--- config.mk ---
export PLATFORM = sky130hd
export DESIGN_NAME = two_operand_alu_flags_step
export DESIGN_NICKNAME = d
export VERILOG_FILES = /design/src/design/toaf_pkg.sv /design/src/design/toaf_front.sv /design/src/design/toaf_queue.sv /design/src/design/toaf_back.sv /design/src/design/two_operand_alu_flags_step.sv
export SDC_FILE = /design/constraint.sdc
export NUM_CORES = 1
export LEC_CHECK = 0
export BUFFER_PORTS_ARGS = -buffer_cell sky130_fd_sc_hd__buf_2
export CAP_MARGIN = 15
export CORE_MARGIN = 3
export CORE_UTILIZATION = 51
export DETAILED_ROUTE_END_ITERATION = 16
export PLACE_DENSITY_LB_ADDON = 0.2
export SLEW_MARGIN = 0
export SYNTH_ARGS = -nofsm -noshare
export SYNTH_HDL_FRONTEND = slang
export SYNTH_SLANG_ARGS = --single-unit
export TNS_END_PERCENT = 100
--- constraint.sdc ---
create_clock -name clk -period 15.15 [get_ports clk]
set_clock_uncertainty 0.1 [all_clocks]
set_input_delay 1.515 -clock clk [delete_from_list [all_inputs] [get_ports clk]]
set_output_delay 1.515 -clock clk [all_outputs]
set_load 0.02 [all_outputs]
--- src/design/toaf_pkg.sv ---
// ----------------------------------------------------------------------------
// toaf_pkg
// Types, codes and constants shared by the two-operand ALU step.
// ----------------------------------------------------------------------------
package toaf_pkg;

  localparam int unsigned QueueDepth = 2;

  localparam logic [16:0] TextSizeReset  = 17'h10000;
  localparam logic [15:0] BreakSizeReset = 16'h0000;
  localparam logic [15:0] SetdWord       = 16'o170011;

  typedef enum logic [0:0] {
    CFG_TEXT_SIZE  = 1'b0,
    CFG_BREAK_SIZE = 1'b1
  } cfg_idx_t;

  typedef enum logic [1:0] {
    WK_NONE = 2'd0,
    WK_WORD = 2'd1,
    WK_BYTE = 2'd2
  } write_kind_t;

  typedef enum logic [2:0] {
    ST_OK       = 3'd0,
    ST_OVERRUN  = 3'd1,
    ST_STACK_OV = 3'd2,
    ST_NOT_IMPL = 3'd3,
    ST_HALTED   = 3'd4
  } status_t;

  typedef enum logic [2:0] {
    ALU_NONE = 3'd0,
    ALU_MOV  = 3'd1,
    ALU_CMP  = 3'd2,
    ALU_BIT  = 3'd3,
    ALU_BIC  = 3'd4,
    ALU_BIS  = 3'd5,
    ALU_ADD  = 3'd6,
    ALU_SUB  = 3'd7
  } alu_op_t;

  typedef struct packed {
    logic [15:0] instruction_word;
    logic [15:0] instruction_address;
    logic [2:0]  instruction_length;
    logic [15:0] stack_pointer;
    logic [15:0] source_value;
    logic [15:0] destination_value;
  } in_item_t;

  typedef struct packed {
    logic [15:0] result_value;
    write_kind_t write_kind;
    logic [15:0] next_address;
    logic        negative_flag;
    logic        zero_flag;
    logic        overflow_flag;
    logic        carry_flag;
    status_t     status;
  } out_item_t;

  typedef struct packed {
    alu_op_t     op;
    logic        byte_op;
    status_t     status;
    logic [15:0] next_address;
    logic [15:0] src;
    logic [15:0] dst;
  } cmd_t;

  typedef struct packed {
    logic n;
    logic z;
    logic v;
    logic c;
  } flags_t;

endpackage

--- src/design/toaf_front.sv ---
// ----------------------------------------------------------------------------
// toaf_front
// Takes instructions, checks overrun and stack limit, decodes the opcode
// and keeps the halt state.
// ----------------------------------------------------------------------------
module toaf_front import toaf_pkg::*; (
  input  logic        clk,
  input  logic        rst_n,
  input  logic        cfg_we,
  input  cfg_idx_t    cfg_index,
  input  logic [16:0] cfg_wdata,
  input  logic        in_valid,
  input  in_item_t    in_data,
  output logic        in_stall,
  output logic        cmd_valid,
  output cmd_t        cmd,
  input  logic        cmd_full
);

  logic [16:0] text_size_r, text_size_nxt;
  logic [15:0] break_size_r, break_size_nxt;
  logic        halted_r, halted_nxt;
  logic        accept;
  logic [16:0] end_addr;
  logic        overrun, stack_ov;

  assign in_stall  = cmd_full;
  assign cmd_valid = in_valid;
  assign accept    = in_valid && !cmd_full;

  assign end_addr = {1'b0, in_data.instruction_address} + {14'd0, in_data.instruction_length};
  assign overrun  = end_addr > text_size_r;
  assign stack_ov = in_data.stack_pointer < break_size_r;

  always_comb begin
    cmd.src          = in_data.source_value;
    cmd.dst          = in_data.destination_value;
    // sub sits in the byte half of the opcode space but is a word operation
    cmd.byte_op      = in_data.instruction_word[15] &&
                       (in_data.instruction_word[15:12] != 4'o16);
    cmd.op           = ALU_NONE;
    cmd.status       = ST_OK;
    cmd.next_address = in_data.instruction_address;
    priority if (halted_r) begin
      cmd.status = ST_HALTED;
    end else if (overrun) begin
      cmd.status = ST_OVERRUN;
    end else if (stack_ov) begin
      cmd.status = ST_STACK_OV;
    end else begin
      cmd.next_address = end_addr[15:0];
      unique case (in_data.instruction_word[15:12])
        4'o01, 4'o11: cmd.op = ALU_MOV;
        4'o02, 4'o12: cmd.op = ALU_CMP;
        4'o03, 4'o13: cmd.op = ALU_BIT;
        4'o04, 4'o14: cmd.op = ALU_BIC;
        4'o05, 4'o15: cmd.op = ALU_BIS;
        4'o06:        cmd.op = ALU_ADD;
        4'o16:        cmd.op = ALU_SUB;
        default: begin
          if (in_data.instruction_word != SetdWord) begin
            cmd.status = ST_NOT_IMPL;
          end
        end
      endcase
    end
  end

  always_comb begin
    text_size_nxt  = text_size_r;
    break_size_nxt = break_size_r;
    if (cfg_we) begin
      unique case (cfg_index)
        CFG_TEXT_SIZE:  text_size_nxt  = cfg_wdata;
        CFG_BREAK_SIZE: break_size_nxt = cfg_wdata[15:0];
      endcase
    end
  end

  assign halted_nxt = halted_r || (accept && cmd.status != ST_OK);

  always_ff @(posedge clk) begin
    if (!rst_n) begin
      text_size_r  <= TextSizeReset;
      break_size_r <= BreakSizeReset;
      halted_r     <= 1'b0;
    end else begin
      text_size_r  <= text_size_nxt;
      break_size_r <= break_size_nxt;
      halted_r     <= halted_nxt;
    end
  end

  a_halt_sticky: assert property (@(posedge clk) disable iff (!rst_n)
    halted_r |=> halted_r)
    else $error("halt state cleared without reset");

  a_halted_status: assert property (@(posedge clk) disable iff (!rst_n)
    accept && halted_r |-> cmd.status == ST_HALTED && cmd.op == ALU_NONE)
    else $error("transaction after halt not marked as halted");

endmodule

--- src/design/toaf_queue.sv ---
// ----------------------------------------------------------------------------
// toaf_queue
// Short command queue between decode and execute.
// ----------------------------------------------------------------------------
module toaf_queue import toaf_pkg::*; #(
  parameter int unsigned DEPTH = QueueDepth
) (
  input  logic clk,
  input  logic rst_n,
  input  logic push_valid,
  input  cmd_t push_data,
  output logic full,
  output logic pop_valid,
  output cmd_t pop_data,
  input  logic pop_ready
);

  localparam int unsigned PW = $clog2(DEPTH);
  localparam int unsigned CW = $clog2(DEPTH + 1);

  cmd_t          mem_r [DEPTH];
  logic [PW-1:0] wr_ptr_r, wr_ptr_nxt;
  logic [PW-1:0] rd_ptr_r, rd_ptr_nxt;
  logic [CW-1:0] count_r, count_nxt;
  logic          push, pop;

  assign full      = count_r == CW'(DEPTH);
  assign pop_valid = count_r != '0;
  assign push      = push_valid && !full;
  assign pop       = pop_valid && pop_ready;
  assign pop_data  = mem_r[rd_ptr_r];

  assign wr_ptr_nxt = !push ? wr_ptr_r :
                      (wr_ptr_r == PW'(DEPTH - 1)) ? '0 : wr_ptr_r + 1'b1;
  assign rd_ptr_nxt = !pop ? rd_ptr_r :
                      (rd_ptr_r == PW'(DEPTH - 1)) ? '0 : rd_ptr_r + 1'b1;

  always_comb begin
    unique case ({push, pop})
      2'b10:   count_nxt = count_r + 1'b1;
      2'b01:   count_nxt = count_r - 1'b1;
      default: count_nxt = count_r;
    endcase
  end

  always_ff @(posedge clk) begin
    if (push) begin
      mem_r[wr_ptr_r] <= push_data;
    end
  end

  always_ff @(posedge clk) begin
    if (!rst_n) begin
      wr_ptr_r <= '0;
      rd_ptr_r <= '0;
      count_r  <= '0;
    end else begin
      wr_ptr_r <= wr_ptr_nxt;
      rd_ptr_r <= rd_ptr_nxt;
      count_r  <= count_nxt;
    end
  end

  a_count_range: assert property (@(posedge clk) disable iff (!rst_n)
    count_r <= CW'(DEPTH))
    else $error("queue occupancy beyond depth");

endmodule

--- src/design/toaf_back.sv ---
// ----------------------------------------------------------------------------
// toaf_back
// Executes queued commands, holds the condition codes and the output
// register.
// ----------------------------------------------------------------------------
module toaf_back import toaf_pkg::*; (
  input  logic      clk,
  input  logic      rst_n,
  input  logic      cmd_valid,
  input  cmd_t      cmd,
  output logic      cmd_ready,
  output logic      out_valid,
  input  logic      out_stall,
  output out_item_t out_data
);

  flags_t      flags_r, flags_nxt;
  logic        out_valid_r, out_valid_nxt;
  out_item_t   out_data_r, out_data_nxt;
  logic        pop;
  logic [15:0] a, b, res, res_m, vx;
  logic [16:0] wide;
  logic        upd, c_new, v_calc;
  write_kind_t kind;

  assign cmd_ready = !out_valid_r || !out_stall;
  assign pop       = cmd_valid && cmd_ready;
  assign out_valid = out_valid_r;
  assign out_data  = out_data_r;

  always_comb begin
    a      = cmd.byte_op ? {8'h00, cmd.src[7:0]} : cmd.src;
    b      = cmd.byte_op ? {8'h00, cmd.dst[7:0]} : cmd.dst;
    wide   = '0;
    res    = '0;
    vx     = '0;
    upd    = 1'b1;
    v_calc = 1'b0;
    c_new  = flags_r.c;
    kind   = WK_NONE;
    unique case (cmd.op)
      ALU_NONE: upd = 1'b0;
      ALU_MOV: begin
        res  = a;
        kind = cmd.byte_op ? WK_BYTE : WK_WORD;
      end
      ALU_CMP: begin
        wide   = {1'b0, a} - {1'b0, b};
        res    = wide[15:0];
        c_new  = wide[16];
        v_calc = 1'b1;
      end
      ALU_BIT: res = a & b;
      ALU_BIC: begin
        res  = ~a & b;
        kind = cmd.byte_op ? WK_BYTE : WK_WORD;
      end
      ALU_BIS: begin
        res  = a | b;
        kind = cmd.byte_op ? WK_BYTE : WK_WORD;
      end
      ALU_ADD: begin
        wide  = {1'b0, a} + {1'b0, b};
        res   = wide[15:0];
        c_new = wide[16];
        kind  = WK_WORD;
      end
      ALU_SUB: begin
        wide  = {1'b0, b} - {1'b0, a};
        res   = wide[15:0];
        c_new = wide[16];
        kind  = WK_WORD;
      end
    endcase
    res_m = cmd.byte_op ? {8'h00, res[7:0]} : res;
    unique case (cmd.op)
      ALU_ADD: vx = ~(a ^ b) & (a ^ res_m);
      ALU_SUB: vx = (b ^ a) & (b ^ res_m);
      default: vx = (a ^ b) & (a ^ res_m);
    endcase
    flags_nxt = flags_r;
    if (upd) begin
      flags_nxt.n = cmd.byte_op ? res_m[7] : res_m[15];
      flags_nxt.z = res_m == '0;
      flags_nxt.v = (v_calc || cmd.op == ALU_ADD || cmd.op == ALU_SUB) &&
                    (cmd.byte_op ? vx[7] : vx[15]);
      flags_nxt.c = c_new;
    end
    out_data_nxt.result_value  = upd ? res_m : 16'h0000;
    out_data_nxt.write_kind    = kind;
    out_data_nxt.next_address  = cmd.next_address;
    out_data_nxt.negative_flag = flags_nxt.n;
    out_data_nxt.zero_flag     = flags_nxt.z;
    out_data_nxt.overflow_flag = flags_nxt.v;
    out_data_nxt.carry_flag    = flags_nxt.c;
    out_data_nxt.status        = cmd.status;
  end

  assign out_valid_nxt = pop || (out_valid_r && out_stall);

  always_ff @(posedge clk) begin
    if (!rst_n) begin
      flags_r     <= '0;
      out_valid_r <= 1'b0;
    end else begin
      out_valid_r <= out_valid_nxt;
      if (pop) begin
        flags_r <= flags_nxt;
      end
    end
  end

  always_ff @(posedge clk) begin
    if (pop) begin
      out_data_r <= out_data_nxt;
    end
  end

  a_write_only_ok: assert property (@(posedge clk) disable iff (!rst_n)
    out_valid_r && out_data_r.write_kind != WK_NONE |-> out_data_r.status == ST_OK)
    else $error("write-back on a faulted transaction");

  a_flags_held: assert property (@(posedge clk) disable iff (!rst_n)
    pop && cmd.op == ALU_NONE |=> flags_r == $past(flags_r))
    else $error("condition codes changed by a no-op transaction");

endmodule

--- src/design/two_operand_alu_flags_step.sv ---
// ----------------------------------------------------------------------------
// two_operand_alu_flags_step
// Executes one double-operand instruction per transaction and reports
// result, write-back kind, condition codes, next address and status.
// ----------------------------------------------------------------------------
// Sustains one instruction per clock while the output is not stalled. Each
// instruction taken is decoded and limit-checked, then written into a command
// queue of QUEUE_DEPTH entries, and the execute stage loads the output
// register as it leaves the queue. Input stalls only when the queue is full.
// After an overrun, a stack overflow or an unknown opcode every later
// instruction answers "already halted" until reset. The user must write the
// registers only while no transaction is in flight; the block itself does
// not enforce this.
module two_operand_alu_flags_step import toaf_pkg::*; #(
  parameter int unsigned QUEUE_DEPTH = QueueDepth
) (
  input  logic        clk,
  input  logic        rst_n,
  input  logic        cfg_we,
  input  cfg_idx_t    cfg_index,
  input  logic [16:0] cfg_wdata,
  input  logic        in_valid,
  output logic        in_stall,
  input  in_item_t    in_data,
  output logic        out_valid,
  input  logic        out_stall,
  output out_item_t   out_data
);

  logic cmd_push_valid, q_full, q_valid, q_ready;
  cmd_t cmd_in, cmd_out;

  toaf_front u_front (
    .clk       (clk),
    .rst_n     (rst_n),
    .cfg_we    (cfg_we),
    .cfg_index (cfg_index),
    .cfg_wdata (cfg_wdata),
    .in_valid  (in_valid),
    .in_data   (in_data),
    .in_stall  (in_stall),
    .cmd_valid (cmd_push_valid),
    .cmd       (cmd_in),
    .cmd_full  (q_full)
  );

  toaf_queue #(
    .DEPTH (QUEUE_DEPTH)
  ) u_queue (
    .clk        (clk),
    .rst_n      (rst_n),
    .push_valid (cmd_push_valid),
    .push_data  (cmd_in),
    .full       (q_full),
    .pop_valid  (q_valid),
    .pop_data   (cmd_out),
    .pop_ready  (q_ready)
  );

  toaf_back u_back (
    .clk       (clk),
    .rst_n     (rst_n),
    .cmd_valid (q_valid),
    .cmd       (cmd_out),
    .cmd_ready (q_ready),
    .out_valid (out_valid),
    .out_stall (out_stall),
    .out_data  (out_data)
  );

endmodule
Word-level counts from Yosys, hierarchy flattened
Memories as Yosys holds them, arrays and structs flattened. A register that Yosys moved wholly into a read port is not among the register bits.
Cells that the tools add are included.
{ "word_totals": {"regBits": 84, "mem_bits_rw": 110, "input_bits": 106, "output_inout_bits": 43, "wordCells": 126, "n_memories": 1} }
{ "classes": {"n_addsub": 8, "order_cmp": 2, "eq_ne": 24, "muxes": 31, "bitwise_logic": 12, "reduce_logical": 29} }
{ "mem_list": {"columns": ["name", "words", "word_bits", "rd", "rd_clocked_by_memory_dff", "write_ports", "line_no", "source"], "rows": [
  ["u_queue.mem_r", 2, 55, 1, 1, 1, "toaf_queue.sv:21", "cmd_t mem_r [DEPTH];"]
]} }
{ "ops": {"columns": ["op", "count"], "rows": [
  ["$pmux W16 S7", 1],
  ["$mux W16", 6],
  ["$and A16 B16 Y16", 5],
  ["$xor A16 B16 Y16", 3],
  ["$sub A16 B16 Y17", 2],
  ["$not A16 Y16", 2],
  ["$pmux W16 S2", 1],
  ["$eq A4 B4 Y1 const B", 6],
  ["$pmux W3 S7", 1],
  ["$mux W3", 6],
  ["$add A16 B16 Y17", 1],
  ["$add A16 B3 Y17", 1],
  ["$gt A17 B17 Y1", 1],
  ["$logic_not A16 Y1", 1],
  ["$lt A16 B16 Y1", 1],
  ["$ne A16 B16 Y1 const B", 1],
  ["$or A16 B16 Y16", 1],
  ["$eq A3 B3 Y1 const B", 4],
  ["$eq A4 B3 Y1 const B", 3],
  ["$reduce_or A12 Y1", 1],
  ["$reduce_or A2 Y1", 6],
  ["$mux W1", 9],
  ["$eq A4 B2 Y1 const B", 2],
  ["$pmux W2 S2", 2],
  ["21 further kinds", 39]
]} }

Longest topological paths before layout
{ "logic_depth": {"depth_word": 11, "depth_mapped": 20} }

Cells and area by module
From an unflattened synthesis, not the netlist that was laid out.
{ "hier_totals": {"cells_unflattened": 1273, "hier_area_um2": 12953.7} }
{ "modules_own_cells": {"columns": ["mod", "instances", "cells_per_inst", "area_each_um2", "seq_area_each_um2"], "rows": [
  ["toaf_back", 1, 668, 5594.1, 1331.3],
  ["toaf_queue", 1, 197, 4191.5, 3403.3],
  ["toaf_front", 1, 408, 3168.0, 680.7]
]} }

Least setup slack after synthesis
Ideal clock, no wire load.
{ "synth_path": {"path_kind": "input port to flip-flop", "startpoint": "in in_data[48] (netlist name)", "endpoint": "mem u_queue.mem_r[0][33] (netlist name) (data pin)", "arrival_ns": 5.457, "slack_ns": 9.331, "cell_stages": 19, "n_path_buf": 0, "path_cell_list": "ha_1 fa_1 a21o_1 nand2_1 nor2_1 and3_1 and3_1 and3_1 and3_1 xor2_1 ha_1 a21o_1 a21o_1 a21oi_1 o21ai_0 a2111oi_0 o21bai_1 or2_0 mux2_2"} }
{ "synth_lines": {"columns": ["element", "line_no", "source"], "rows": [
  ["start, declared", "two_operand_alu_flags_step.sv:24", "input in_item_t in_data,"],
  ["end, declared", "toaf_queue.sv:21", null]
]} }

==> qor.csv <==
metric;value;unit
Post-CTS Setup Inserts;0;
power density over the cells;177.4;mW/mm^2
commonest register cell after synthesis;sky130_fd_sc_hd__edfxtp_1;
number of buffers between clock root and the deepest sink;2;
cell count after synthesis;1221;
maximum level of the CTS H-tree;4;
Max Cap Violations;0;
number of synthesized flops with an enable pin;151;
DRC viols;0;
Core Footprint;0.02375;mm^2
crit path DAT;6.09;ns
Hold/Removal Path Class;reg2reg;
top post-synthesis cells by area;sky130_fd_sc_hd__edfxtp_1, sky130_fd_sc_hd__ha_1, sky130_fd_sc_hd__dfxtp_1;
total power consumption of the routed design;0.002512;W
Crit Reg-Reg Endpoint;u_back.out_data[5];
maximum cell stage delay along the critical path;0.49;ns
data required time at the worst endpoint;15.24;ns
share of flip-flops with an asynchronous set or reset after synthesis;0;%
path depth of the worst reg2reg path;15;
CTS-repair resized insts;0;
number of instances on the worst hold path;2;
height of the die;162.5;um
master of the slowest instance on the critical path;sky130_fd_sc_hd__a2111oi_0;
via count of the first global-routing pass;9586;
final core area utilization;59.64;%
peak supply drop;0.0001137;V
sort of element at the end of the critical path;flop;
TritonCTS Buffers;17;
critical-path cell list;buf_2 > ha_1 > fa_1 > a21o_1 > nand2_1 > nor2_1 > and3_1 > and3_1 > and3_1 > and3_1 > xor2_1 > ha_1 > a21o_1 > a21o_1 > a21oi_1 > o21ai_0 > a2111oi_0 > o21bai_1 > buf_4 > or2_0 > mux2_2;
Syn Nets;1431;
layout net count;1556;
post-synth top area cell;sky130_fd_sc_hd__edfxtp_1;
clock transition at the registers of the reported paths;0.08;ns
drt first pass iters;9;
CTS Root Buffer Type;sky130_fd_sc_hd__clkbuf_16;
detail-routed net length per standard cell;19.60;um
status;finished, final reports clean;
achievable clock frequency;166.7;MHz
CTS Sinks;195;
most frequent cell after synthesis;sky130_fd_sc_hd__edfxtp_1;
largest net degree at the start of global routing;57;
# hold bufs at CTS;0;
Worst path most repeated cell;sky130_fd_sc_hd__and3_1;
worst-case register-to-register setup slack;9.34;ns
global placement routability congestion;0.9240;
initial core utilization;52.58;%
final number of setup-violating endpoints;0;
sum of net half-perimeters after detailed placement;24.47;mm
ANT nets after route;0;
slew at the pin with the worst max-slew slack;1.120;ns
RSZ-0062 raised after global routing;no;
maximum net fanout on the critical path;17;
cell area after synthesis;0.01249;mm^2
sum of routed wire length over all layers;32.92;mm
Cell Rows;56;
Hold EP;u_front.text_size_r[9];
share of the clock period used by the worst path;39.59;%
count of warnings emitted by yosys;0;
count of port buffers added during placement;148;
global-route usage over all layers;25.05;%
width of the chip;162.5;um
Crit Path Class;in2reg;
DR iter-0 viols;791;
global-route wire length before repair;51.61;mm
layout overhead on the synthesized area;13.44;%
start point of the worst min-delay path;u_front.text_size_r[9];
Mapped Avg Cell Area;10.23;um^2
Max-slew headroom;24.76;%
static leakage;5.715;nW
TritonCTS clock tree;built;
leading post-synthesis cells by instance count;sky130_fd_sc_hd__edfxtp_1, sky130_fd_sc_hd__nand2_1, sky130_fd_sc_hd__ha_1;
count of final max-slew check failures;0;
number of synthesized register bits;195;
clock network latency to the later pin of the worst-skew pair;0.44;ns
portion of the post-synthesis area used by sequential elements;43.36;%
final hold vios;0;
number of antenna violations at the first check in global routing;6;
total overflow reported by the global router;0;
unique cell type count in the Yosys netlist;82;
overall die area;0.02640;mm^2
average via count per standard cell;5.913;
minimum clock period after layout;5.998;ns
Setup Total Neg Slack;0;ns
startpoint kind of the worst setup timing path;primary input;
via total after detailed routing;9933;
boundary pin count;149;
proportion of layout cells with a drive suffix above 1;19.87;%
Yosys top cell area share;36.31;%
==> sequential cells by signal, summed over array words and instances (netlist names), named ones only <==
signal                flops
u_queue.count_r           2
u_queue.wr_ptr_r          1
u_front.halted_r          1
u_queue.mem_r           110
u_queue.rd_ptr_r          1
u_back.out_valid          1
u_front.break_size_r     16
u_back.flags_r            4
u_back.out_data          41
u_front.text_size_r      17
==> per-layer routing <==
metal  up-vias  GRT usage, %  part of all wire, %  wire length (um)
met5         -             0                 0.14                46
met4         8         7.328                  2.2               733
met3        53         5.315                  6.7              2221
met2       363         41.84                   49             16140
met1      4773         32.99                   42             13780
li1       4736             -                    -                 -
==> kinds of logic after synthesis <==
logic type	after synthesis	share of synthesized area (%)
mux	75	6.843
flops	195	43.36
compound gates	300	17.00
xor+xnor	46	3.226
buf+inv	145	4.629
fa+ha+maj	104	10.66
simple gates	356	14.28
==> layout by cell type, fill, tap and decap left out, drive strengths merged, types with 15 or more instances in the layout <==
cell,synthesis,final
a211oi,15,15
a21boi,34,34
a21o,21,21
a21oi,50,50
a22oi,17,17
buf,15,162
clkbuf,41,17
dfxtp,44,44
edfxtp,151,151
ha,100,100
inv,89,97
mux2,38,38
mux2i,35,35
nand2,114,114
nand2b,17,17
nand3,15,15
nor2,70,70
nor3,30,30
o21ai,37,37
or2,16,16
xnor2,21,21
xor2,25,25
==> how the worst max path moves through the flow <==
stage	from	endpoint	slack, ns	cells after the start
CTS	in_data[48]	u_queue.mem_r[1][33]	9.20	21
global route	in_data[48]	u_queue.mem_r[1][33]	8.91	21
global placement	in_data[48]	u_queue.mem_r[0][33]	8.90	21
floorplan	in_data[48]	u_queue.mem_r[0][33]	9.33	19
finish	in_data[48]	u_queue.mem_r[1][33]	9.15	21
detailed placement	in_data[48]	u_queue.mem_r[1][33]	8.74	21
==> per-stage QoR <==
step	std cells	setup WS, ns	instance area (um^2)	hold slack (ns)
floorplan	1221	9.331	12490	0.3406
global placement	1645	8.896	13510	0.3532
detailed placement	1645	8.741	13510	0.3598
CTS	1677	9.203	14150	0.3714
global route	1679	8.906	14160	0.3939
finish	1680	9.152	14170	0.3685
==> report_power, final <==
group | leakage [nW] | internal (W) | total, W | switching (W)
logic | 3.62 | 0.000477 | 0.00128 | 0.000803
clock network | 0.307 | 0.000231 | 0.000477 | 0.000245
registers | 1.79 | 0.000712 | 0.000755 | 0.0000428
==> worst max-delay path: cells and delay by family <==
kind | cells | cell delay (ns)
adder cells (fa/ha/maj) | 3 | 0.91
multiplexers | 1 | 0.33
buffers and inverters | 2 | 0.32
AND/OR/NAND/NOR | 7 | 1.46
XOR/XNOR | 1 | 0.15
AO/OA/AOI/OAI | 7 | 1.40
==> area by class of cell <==
type | count | area [um^2]
Inverter | 89 | 334.1
Clock buffer | 17 | 425.4
Antenna cell | 2 | 5.005
Multi-Input combinational cell | 881 | 6520
Tap cell | 319 | 399.1
Sequential cell | 195 | 5419
Timing Repair Buffer | 162 | 849.6
Clock inverter | 15 | 214.0
Fill cell | 2037 | 9587
No activity file was read; power rests on OpenSTA's default activity.
